**src/rtl/core/jacobi_symbol_defines.svh**
```systemverilog
// Assertion macros shared by the Jacobi symbol RTL.
// Depends on nothing; included by the files that carry assertions.
`ifndef JACOBI_SYMBOL_DEFINES_SVH
`define JACOBI_SYMBOL_DEFINES_SVH

// Same-cycle implication, disabled while reset is high.
`define JS_ASSERT_NOW(label, clk, rst, ante, cons, msg) \
   label: assert property (@(posedge clk) disable iff (rst) (ante) |-> (cons)) \
      else $error(msg);

// Next-cycle implication, disabled while reset is high.
`define JS_ASSERT_NEXT(label, clk, rst, ante, cons, msg) \
   label: assert property (@(posedge clk) disable iff (rst) (ante) |=> (cons)) \
      else $error(msg);

`endif

```
**src/rtl/core/js_pkg.sv**
```systemverilog
// Package for the Jacobi symbol block: symbol codes, residue constants and
// the command and status structs between controller and datapath. No dependencies.
package js_pkg;

   localparam logic signed [1:0] SYM_ZERO = 2'sb00;
   localparam logic signed [1:0] SYM_POS  = 2'sb01;
   localparam logic signed [1:0] SYM_NEG  = 2'sb11;

   localparam logic [2:0] RES8_THREE = 3'd3;
   localparam logic [2:0] RES8_FIVE  = 3'd5;

   typedef struct packed {
      logic load;
      logic shift;
      logic div_start;
      logic div_step;
      logic commit;
      logic publish;
   } js_cmd_type;

   typedef struct packed {
      logic a_zero;
      logic a_odd;
      logic b_even;
      logic cnt_last;
      logic out_free;
   } js_status_type;

endpackage

```
**src/rtl/core/js_if.sv**
```systemverilog
// Valid/ready channel interfaces for the Jacobi symbol block.
// Depends on nothing; used by the top level.
interface js_req_if #(parameter int WIDTH = 32);
   logic             valid;
   logic             ready;
   logic [WIDTH-1:0] top_value;
   logic [WIDTH-1:0] modulus;

   modport source (output valid, output top_value, output modulus, input ready);
   modport sink (input valid, input top_value, input modulus, output ready);
endinterface

interface js_rsp_if;
   logic              valid;
   logic              ready;
   logic signed [1:0] symbol;
   logic              bad_modulus;

   modport source (output valid, output symbol, output bad_modulus, input ready);
   modport sink (input valid, input symbol, input bad_modulus, output ready);
endinterface

```
**src/rtl/core/jacobi_symbol.sv**
```systemverilog
// Jacobi symbol (a/b) of an unsigned numerator and an odd denominator, by binary
// reciprocity. One transaction is in work at a time. Each round strips one factor
// of two per cycle from the numerator, then reduces the denominator modulo the
// numerator on a restoring remainder unit that steps through all WIDTH bits of the
// denominator, with a check of the numerator between rounds. An even or zero
// modulus gives 0 with bad_modulus set. A finished result waits in the output
// register while the next transaction is accepted.
// Depends on js_pkg, js_if, js_ctrl and js_dp.
module jacobi_symbol #(
   parameter int WIDTH = 32
) (
   input  logic      clock,
   input  logic      reset,
   js_req_if.sink    req_bus,
   js_rsp_if.source  rsp_bus
);
   import js_pkg::*;

   js_cmd_type    cmd;
   js_status_type status;

   js_ctrl u_ctrl (
      .clock     (clock),
      .reset     (reset),
      .req_valid (req_bus.valid),
      .req_ready (req_bus.ready),
      .status    (status),
      .cmd       (cmd)
   );

   js_dp #(.WIDTH(WIDTH)) u_dp (
      .clock       (clock),
      .reset       (reset),
      .cmd         (cmd),
      .status      (status),
      .top_value   (req_bus.top_value),
      .modulus     (req_bus.modulus),
      .rsp_valid   (rsp_bus.valid),
      .rsp_ready   (rsp_bus.ready),
      .symbol      (rsp_bus.symbol),
      .bad_modulus (rsp_bus.bad_modulus)
   );

endmodule

```
**src/rtl/core/js_ctrl.sv**
```systemverilog
// Controller state machine for the Jacobi symbol block.
// Depends on js_pkg and jacobi_symbol_defines.svh.
`include "jacobi_symbol_defines.svh"

module js_ctrl (
   input  logic                  clock,
   input  logic                  reset,
   input  logic                  req_valid,
   output logic                  req_ready,
   input  js_pkg::js_status_type status,
   output js_pkg::js_cmd_type    cmd
);
   import js_pkg::*;

   typedef enum logic [1:0] {ST_IDLE, ST_CHECK, ST_DIVIDE, ST_FINISH} state_type;

   state_type state_ff, state_in;

   assign req_ready = (state_ff == ST_IDLE);

   always_comb begin
      state_in = state_ff;
      cmd      = '0;
      case (state_ff)
         ST_IDLE: begin
            if (req_valid) begin
               cmd.load = 1'b1;
               state_in = ST_CHECK;
            end
         end
         ST_CHECK: begin
            if (status.b_even || status.a_zero) begin
               state_in = ST_FINISH;
            end else if (!status.a_odd) begin
               cmd.shift = 1'b1;
            end else begin
               cmd.div_start = 1'b1;
               state_in      = ST_DIVIDE;
            end
         end
         ST_DIVIDE: begin
            cmd.div_step = 1'b1;
            if (status.cnt_last) begin
               cmd.commit = 1'b1;
               state_in   = ST_CHECK;
            end
         end
         ST_FINISH: begin
            if (status.out_free) begin
               cmd.publish = 1'b1;
               state_in    = ST_IDLE;
            end
         end
         default: begin
            state_in = ST_IDLE;
         end
      endcase
   end

   always_ff @(posedge clock) begin
      if (reset) begin
         state_ff <= ST_IDLE;
      end else begin
         state_ff <= state_in;
      end
   end

   `JS_ASSERT_NEXT(a_load_to_check, clock, reset, cmd.load, state_ff == ST_CHECK,
      "A loaded transaction did not enter the check state.")
   `JS_ASSERT_NEXT(a_div_done, clock, reset, state_ff == ST_DIVIDE && status.cnt_last,
      state_ff == ST_CHECK, "The reduction did not return to the check state.")
   `JS_ASSERT_NOW(a_publish_free, clock, reset, cmd.publish, status.out_free,
      "A result was published while the output register was occupied.")

endmodule

```
**src/rtl/core/js_dp.sv**
```systemverilog
// Datapath for the Jacobi symbol block: operand registers, sign flag,
// restoring remainder unit and the result register. Depends on js_pkg and jacobi_symbol_defines.svh.
`include "jacobi_symbol_defines.svh"

module js_dp #(
   parameter int WIDTH = 32
) (
   input  logic                  clock,
   input  logic                  reset,
   input  js_pkg::js_cmd_type    cmd,
   output js_pkg::js_status_type status,
   input  logic [WIDTH-1:0]      top_value,
   input  logic [WIDTH-1:0]      modulus,
   output logic                  rsp_valid,
   input  logic                  rsp_ready,
   output logic signed [1:0]     symbol,
   output logic                  bad_modulus
);
   import js_pkg::*;

   localparam int CNT_W = $clog2(WIDTH);

   logic [WIDTH-1:0] a_ff, b_ff, rem_ff, dvd_ff;
   logic [CNT_W-1:0] cnt_ff;
   logic             flip_ff;
   logic             rsp_valid_ff;
   logic signed [1:0] symbol_ff;
   logic             bad_ff;

   logic [WIDTH:0]   rem_shift;
   logic [WIDTH:0]   rem_diff;
   logic [WIDTH-1:0] rem_next;
   logic             b_res35;
   logic signed [1:0] symbol_in;

   assign rem_shift = {rem_ff, dvd_ff[WIDTH-1]};
   assign rem_diff  = rem_shift - {1'b0, a_ff};
   assign rem_next  = rem_diff[WIDTH] ? rem_shift[WIDTH-1:0] : rem_diff[WIDTH-1:0];
   assign b_res35   = (b_ff[2:0] == RES8_THREE) || (b_ff[2:0] == RES8_FIVE);

   always_comb begin
      if (!b_ff[0] || b_ff != WIDTH'(1)) begin
         symbol_in = SYM_ZERO;
      end else if (flip_ff) begin
         symbol_in = SYM_NEG;
      end else begin
         symbol_in = SYM_POS;
      end
   end

   assign status.a_zero   = (a_ff == '0);
   assign status.a_odd    = a_ff[0];
   assign status.b_even   = !b_ff[0];
   assign status.cnt_last = (cnt_ff == CNT_W'(WIDTH - 1));
   assign status.out_free = !rsp_valid_ff || rsp_ready;

   always_ff @(posedge clock) begin
      if (cmd.load) begin
         a_ff    <= top_value;
         b_ff    <= modulus;
         flip_ff <= 1'b0;
      end else if (cmd.shift) begin
         a_ff    <= {1'b0, a_ff[WIDTH-1:1]};
         flip_ff <= flip_ff ^ b_res35;
      end else if (cmd.div_start) begin
         flip_ff <= flip_ff ^ (a_ff[1] & b_ff[1]);
         rem_ff  <= '0;
         dvd_ff  <= b_ff;
         cnt_ff  <= '0;
      end else if (cmd.div_step) begin
         rem_ff <= rem_next;
         dvd_ff <= {dvd_ff[WIDTH-2:0], 1'b0};
         cnt_ff <= cnt_ff + CNT_W'(1);
         if (cmd.commit) begin
            a_ff <= rem_next;
            b_ff <= a_ff;
         end
      end
      if (cmd.publish) begin
         symbol_ff <= symbol_in;
         bad_ff    <= !b_ff[0];
      end
   end

   always_ff @(posedge clock) begin
      if (reset) begin
         rsp_valid_ff <= 1'b0;
      end else if (cmd.publish) begin
         rsp_valid_ff <= 1'b1;
      end else if (rsp_ready) begin
         rsp_valid_ff <= 1'b0;
      end
   end

   assign rsp_valid   = rsp_valid_ff;
   assign symbol      = symbol_ff;
   assign bad_modulus = bad_ff;

   `JS_ASSERT_NOW(a_divisor_nonzero, clock, reset, cmd.div_step, a_ff != '0,
      "The remainder unit ran with a zero divisor.")
   `JS_ASSERT_NEXT(a_commit_swap, clock, reset, cmd.commit, b_ff == $past(a_ff),
      "The denominator was not replaced by the old numerator.")
   `JS_ASSERT_NOW(a_bad_zero, clock, reset, rsp_valid_ff && bad_ff, symbol_ff == SYM_ZERO,
      "A result with a bad modulus carries a nonzero symbol.")

endmodule
```
**src/flat_wrapper.sv**
```systemverilog
// flat-port wrapper written by rule: the top's interface ports become plain ports
module jacobi_symbol_flat import js_pkg::*;
#(
   parameter int WIDTH = 32
)
  (clock, reset, req_bus_valid, req_bus_top_value, req_bus_modulus, req_bus_ready, rsp_bus_valid, rsp_bus_symbol, rsp_bus_bad_modulus, rsp_bus_ready);
  js_req_if #(.WIDTH(WIDTH)) req_bus_i ();
  js_rsp_if rsp_bus_i ();
  input  logic clock;
  input  logic reset;
  input wire logic [$bits(req_bus_i.valid)-1:0] req_bus_valid;
  input wire logic [$bits(req_bus_i.top_value)-1:0] req_bus_top_value;
  input wire logic [$bits(req_bus_i.modulus)-1:0] req_bus_modulus;
  output wire logic [$bits(req_bus_i.ready)-1:0] req_bus_ready;
  output wire logic [$bits(rsp_bus_i.valid)-1:0] rsp_bus_valid;
  output wire logic [$bits(rsp_bus_i.symbol)-1:0] rsp_bus_symbol;
  output wire logic [$bits(rsp_bus_i.bad_modulus)-1:0] rsp_bus_bad_modulus;
  input wire logic [$bits(rsp_bus_i.ready)-1:0] rsp_bus_ready;
  assign req_bus_i.valid = req_bus_valid;
  assign req_bus_i.top_value = req_bus_top_value;
  assign req_bus_i.modulus = req_bus_modulus;
  assign req_bus_ready = req_bus_i.ready;
  assign rsp_bus_valid = rsp_bus_i.valid;
  assign rsp_bus_symbol = rsp_bus_i.symbol;
  assign rsp_bus_bad_modulus = rsp_bus_i.bad_modulus;
  assign rsp_bus_i.ready = rsp_bus_ready;
  jacobi_symbol #(.WIDTH(WIDTH)) u_core (.clock(clock), .reset(reset), .req_bus(req_bus_i), .rsp_bus(rsp_bus_i));
endmodule
```
**config.mk**
```make
export PLATFORM = sky130hd
export DESIGN_NAME = jacobi_symbol_flat
export DESIGN_NICKNAME = d
export VERILOG_FILES = /design/src/rtl/core/js_pkg.sv /design/src/rtl/core/js_if.sv /design/src/rtl/core/jacobi_symbol.sv /design/src/rtl/core/js_ctrl.sv /design/src/rtl/core/js_dp.sv /design/src/flat_wrapper.sv
export VERILOG_INCLUDE_DIRS = /design/src /design/src/rtl/core
export SDC_FILE = /design/constraint.sdc
export NUM_CORES = 1
export LEC_CHECK = 0
export ABC_AREA = 1
export BUFFER_PORTS_ARGS = -buffer_cell sky130_fd_sc_hd__clkbuf_2
export CAP_MARGIN = 20
export CORE_MARGIN = 3
export CORE_UTILIZATION = 35
export DETAILED_ROUTE_END_ITERATION = 16
export PLACE_DENSITY_LB_ADDON = 0.15
export SETUP_SLACK_MARGIN = 0.2
export SLEW_MARGIN = 0
export SYNTH_ARGS = -nofsm -noshare
export SYNTH_HDL_FRONTEND = slang
export SYNTH_SLANG_ARGS = --single-unit
```
**constraint.sdc**
```tcl
create_clock -name clock -period 5.17 [get_ports clock]
set_input_delay 1.2925 -clock clock [delete_from_list [all_inputs] [get_ports clock]]
set_output_delay 1.2925 -clock clock [all_outputs]
set_load 0.1 [all_outputs]
```
# Yosys cells after proc, flatten, opt, wreduce, memory -nomap -nowiden
# Cells that the tools add are included.
# totals
regBits,140
inputBits,68
out_inout_bits,5
elab_cells,86
# op_classes
n_addsub,2
eq_ne,14
muxes,36
bitwise,5
reduce_logical,19
# op_table
op,count
two-way mux 32 bit,14
subtractor 33 x 32 -> 33 bit,1
zero test 32 bit,1
inequality test 32 x 1 -> 1 bit (second input constant),1
two-way mux 2 bit,9
two-way mux 1 bit,11
nonzero test 2 bit,5
inequality test 2 x 1 -> 1 bit (second input constant),4
one-hot mux 2 bit (4 select lines),1
AND reduction 4 bit,2
AND reduction 3 bit,2
nonzero test 3 bit,2
adder 5 x 1 -> 5 bit (second input constant),1
equality test 5 bit (second input constant),1
two-way mux 5 bit,1
equality test 2 bit (second input constant),2
logical OR 1 bit,4
equality test 3 x 2 -> 1 bit (second input constant),1
equality test 3 bit (second input constant),1
inequality test 3 x 1 -> 1 bit (second input constant),1
inequality test 3 bit (second input constant),1
equality test 2 x 1 -> 1 bit (second input constant),1
zero test 1 bit,2
zero test 2 bit,1
other kinds (4),6

# Longest topological paths before layout
# logic_depth
ltp_word,8
depth_mapped,18
ltp_nobuf,17

# Modules after synthesis
# Synthesis repeated with hierarchy kept, for this count alone.
# unflattened
cells_unflattened,1340
area_unflattened_um2,10067.2
# by_module_without_submodules
module,n_inst,cells_per_inst,area_per_inst_um2,seq_area_each_um2
js_dp,1,1305,9872.0,4124.0
js_ctrl,1,35,195.2,40.0

# Worst setup path after synthesis
# No wires, ideal clock.
# synth_path
kind,register to register
from,register u_core.u_ctrl.state_ff[1]
to,register u_core.u_dp.a_ff[0] (enable)
setup_time_ns,0.395
t_arrival_ns,2.965
t_required_ns,4.775
slack_ns,1.810
stages_incl_launch_ff,4
path_buffers,0
period_less_slack_ns,3.360
path_cell_list,dfxtp_1 nor2_1 nand2_1 nand3_1
# synth_between
elab_chain_len,4
elab_cells_between_ends,10
cone_classes,3 x eq/ne; 3 x mux; 4 x reduce/logical
# synth_rtl
item,line,source
"start, declared",js_ctrl.sv:17,"state_type state_ff, state_in;"
"start signal, assigned",js_ctrl.sv:64,state_ff <= state_in;
zero test 2 bit *,--,
named net req_bus_ready,flat_wrapper.sv:14,output wire logic [$bits(req_bus_i.ready)-1:0] req_bus_ready;
two-way mux 1 bit *,js_ctrl.sv:24,case (state_ff)
inequality test 3 x 1 -> 1 bit (no line) or nonzero test 3 bit (tied branches),--,
AND reduction 3 bit (no line) *,--,
"end signal, assigned",js_dp.sv:59,a_ff <= top_value;
"end signal, assigned",js_dp.sv:63,"a_ff <= {1'b0, a_ff[WIDTH-1:1]};"
"end signal, assigned",js_dp.sv:75,a_ff <= rem_next;
"end, declared",js_dp.sv:23,"logic [WIDTH-1:0] a_ff, b_ff, rem_ff, dvd_ff;"
# The timed path passes the listed nets; every way through them passes the cells marked *.
# A chain may end at the register's enable or synchronous reset.

# Worst setup path after layout
# layout_path
from,register u_core.u_dp.dvd_ff[31]
to,register u_core.u_dp.rem_ff[5] (data pin)
# layout_between
elab_chain_len,3
# layout_rtl
item,line,source
"start, declared",js_dp.sv:23,
"start signal, assigned",js_dp.sv:72,"dvd_ff <= {dvd_ff[WIDTH-2:0], 1'b0};"
subtractor 33 x 32 -> 33 bit,js_dp.sv:37,"assign rem_diff = rem_shift - {1'b0, a_ff};"
two-way mux 32 bit,js_dp.sv:38,assign rem_next = rem_diff[WIDTH] ? rem_shift[WIDTH-1:0] : rem_diff[WIDTH-1:0];
two-way mux 32 bit,js_dp.sv:70,end else if (cmd.div_step) begin
"end signal, assigned",js_dp.sv:71,rem_ff <= rem_next;
"end, declared",js_dp.sv:23,
# No other way between the ends. The select of a mux whose other input is x is not followed.

==> reports/metrics.yaml <==
status: "finished, final reports clean"
period_share: 0.586
met2_usage: 0.297
grt_pass1_vias: 8142
ir_drop_mv: 0.272
grt_overflow: 0
use_met1: 0.264
layout-drive-gt1-share: 0.130
port_buffers: 72
drv_slew: 0
yosys-top-cells-area: "edfxtp_1, nand2_1, inv_1, nand3_1, nor2_1"
die_w_um: 173
clock_latency_ns: 0.43
clk_pin_slew_ns: 0.07
power_mw: 8.39
r2r_slack_ns: 2.14
relSlewSlack: 0.326
syn_nets: 1415
yosysTopAreaCell: "edfxtp_1"
first_iter_violations: 765
vias: 8381
worstReg2RegEnd: "u_core.u_dp.rem_ff[5]"
postRouteAntennaNets: 0
async_flop_share: 0
maxClockFrequency_mhz: 330
top_usage_layer: "met2"
rr_startpoint: "u_core.u_dp.dvd_ff[31]"
die_h_um: 173
fin_setup_tns_ns: 0
h-tree-depth: 4
grt_pass1_wl_um: 44200
pre_cts_slack_ns: 1.90
met3_usage: 0.0259
post_cts_buffers: 0
cts.sinks: 140
hold_path_depth: 2
worst_slew_pin_slew_ns: 1.01
ios: 73
synth_flop_cell: "edfxtp_1"
clockBufferDepth: 2
worstPathArrival_ns: 3.19
cts_tree: "yes"
cts_root_buf: "clkbuf_16"
dp_cells: 1730
min_from: "u_core.u_dp.dvd_ff[26]"
ys_warn_count: 0
avgViaCountPerCell: 4.75
final.fill_count: 2893
ys_ff_latch: 140
routed_wl_um: 27800
syn_inst: 1312
drt-pass1-iter-count: 5
cts_buffers: 17
synth_edf_count: 136
synthesis.area_um2: 9740
cp-start-kind: "flop"
p_leak_nw: 5.54
drc: 0
ff2ff_path_depth: 16
num_rows: 60
dp_hpwl_um: 21900
cts_resized: 0
fin_cells: 1763
fin_util: 0.405
nNetsFinal: 1481
holdWs_ns: 0.508
rsz0062_at_grt: "no"
worstSetupPathType: "flop to flop"
cts_hold_buf: 0
required_ns: 5.33
grt_use_total: 0.186
hp-class: "flop to flop"
synth_cell_types: 41
cp-end-kind: "flop"
power_density_nw_per_um2: 762
wl_per_cell_um: 15.8
fin_crit_ns: 3.03
finalSetupViolations: 0
worstPathMaxFanout: 16
fin_skew_ns: 0.0155
fin_area_um2: 11000
cap_violations: 0
n_antenna_cell: 0
yosysSeqAreaShare: 0.427
postSynthAreaPerCell_um2: 7.43
die-area_um2: 29900
yosys.cell_count.top_type: "nand2_1"
place_area_um2: 10400
core_um2: 27200
fin_ws_ns: 2.14
grt_max_degree: 65
synthTopCellsByCount: "nand2_1, inv_1, edfxtp_1"
final_hold_viol_count: 0
initial_core_util: 0.358
gp_congestion: 0.845
min_to: "u_core.u_dp.dvd_ff[27]"
yosysTopAreaCellShare: 0.419
antenna_found_initial: 0
area_growth_pct: 13.1
## critical path, stage by stage (launching register included)
cell and delay, ns:
edfxtp_1 0.37, inv_1 0.14, ha_1 0.23, fa_1 0.27, inv_1 0.11, nand2_1 0.07
nand2_1 0.07, nand3_1 0.09, nand2_2 0.11, nand2_4 0.09, nand2_4 0.06, nand2_4 0.10
nand3_2 0.32, nand2_4 0.45, nand2_1 0.13, nand2_1 0.11, nor2_1 0.05
## routing by layer
layer  part of all wire  vias to the layer above  routed length (um)
li1                   -                     4304                   -
met1               0.49                     3890               13600
met2               0.45                      153               12600
met3              0.038                       34                1050
met4              0.018                        0                 511
met5                  0                        -                   0
## state kept, by name (all words and copies together), names as in the netlist
signal and cells:
u_core.u_dp.bad_modulus 1, u_core.u_dp.rem_ff 32, u_core.u_dp.cnt_ff 5, u_core.u_dp.rsp_valid 1, u_core.u_dp.b_ff 32, u_core.u_dp.symbol 2, u_core.u_dp.flip_ff 1, u_core.u_ctrl.state_ff 2
u_core.u_dp.dvd_ff 32, u_core.u_dp.a_ff 32
## final cells by class
cell class | count | area (um2) | area share
clock inverters | 14 | 124 | 0.0112
multi-input cells | 935 | 4630 | 0.420
well taps | 372 | 465 | 0.0423
clock buffers | 18 | 429 | 0.0390
flip-flops and latches | 140 | 4160 | 0.378
repair buffers | 80 | 440 | 0.0400
inverters | 204 | 766 | 0.0695
## kinds of logic after synthesis
kind of cell,Yosys count,share of synthesized area
and+or+nand+nor,786,0.361
xor gates and xnor gates,10,0.00899
AOI/OAI and AO/OA,104,0.0582
DFF,140,0.427
buffers and inverters,237,0.0986
adders and majority gates,35,0.0457
## report_power, final
group | internal, mW | total, mW | switching (mW) | leakage (nW)
combinational | 1.60 | 5.11 | 3.51 | 3.98
clock | 0.631 | 1.17 | 0.540 | 0.256
sequential | 1.92 | 2.11 | 0.188 | 1.31
## worst max-delay path by stage
stage | end | slack [ns] | depth (start not counted) | startpoint
finish | u_core.u_dp.rem_ff[5] | 2.14 | 16 | u_core.u_dp.dvd_ff[31]
global route | u_core.u_dp.a_ff[3] | 1.88 | 16 | u_core.u_dp.dvd_ff[31]
CTS | u_core.u_dp.a_ff[27] | 1.87 | 12 | u_core.u_dp.a_ff[0]
detailed placement | u_core.u_dp.a_ff[27] | 1.90 | 12 | u_core.u_dp.a_ff[0]
global placement | u_core.u_dp.b_ff[10] | 2.02 | 5 | req_bus_valid
floorplan | u_core.u_dp.a_ff[0] | 1.81 | 3 | u_core.u_ctrl.state_ff[1]
## cell usage in the layout (no fill, tap or decap), types with 2 or more instances in the layout
master and count:
o21ai_0 35, nor4_1 7, a21oi_1 55, ha_1 34, inv_2 10, nand2_4 27, inv_8 3, a21oi_2 3
inv_1 194, nand3_2 6, nand2_2 8, inv_6 5, clkbuf_2 72, edfxtp_1 136, or2_2 2, buf_4 7
nor2_2 8, and2_1 3, dfxtp_1 4, xor2_1 3, xnor2_1 7, nor2_4 2, o21bai_1 7, nand4_1 10
nor3_1 11, clkinvlp_4 5, nor2_1 115, clkbuf_16 17, nand3b_1 14, nor3b_1 2, nand2_1 478, nand3_1 89
Note: power is estimated with default switching activity, not from simulation.
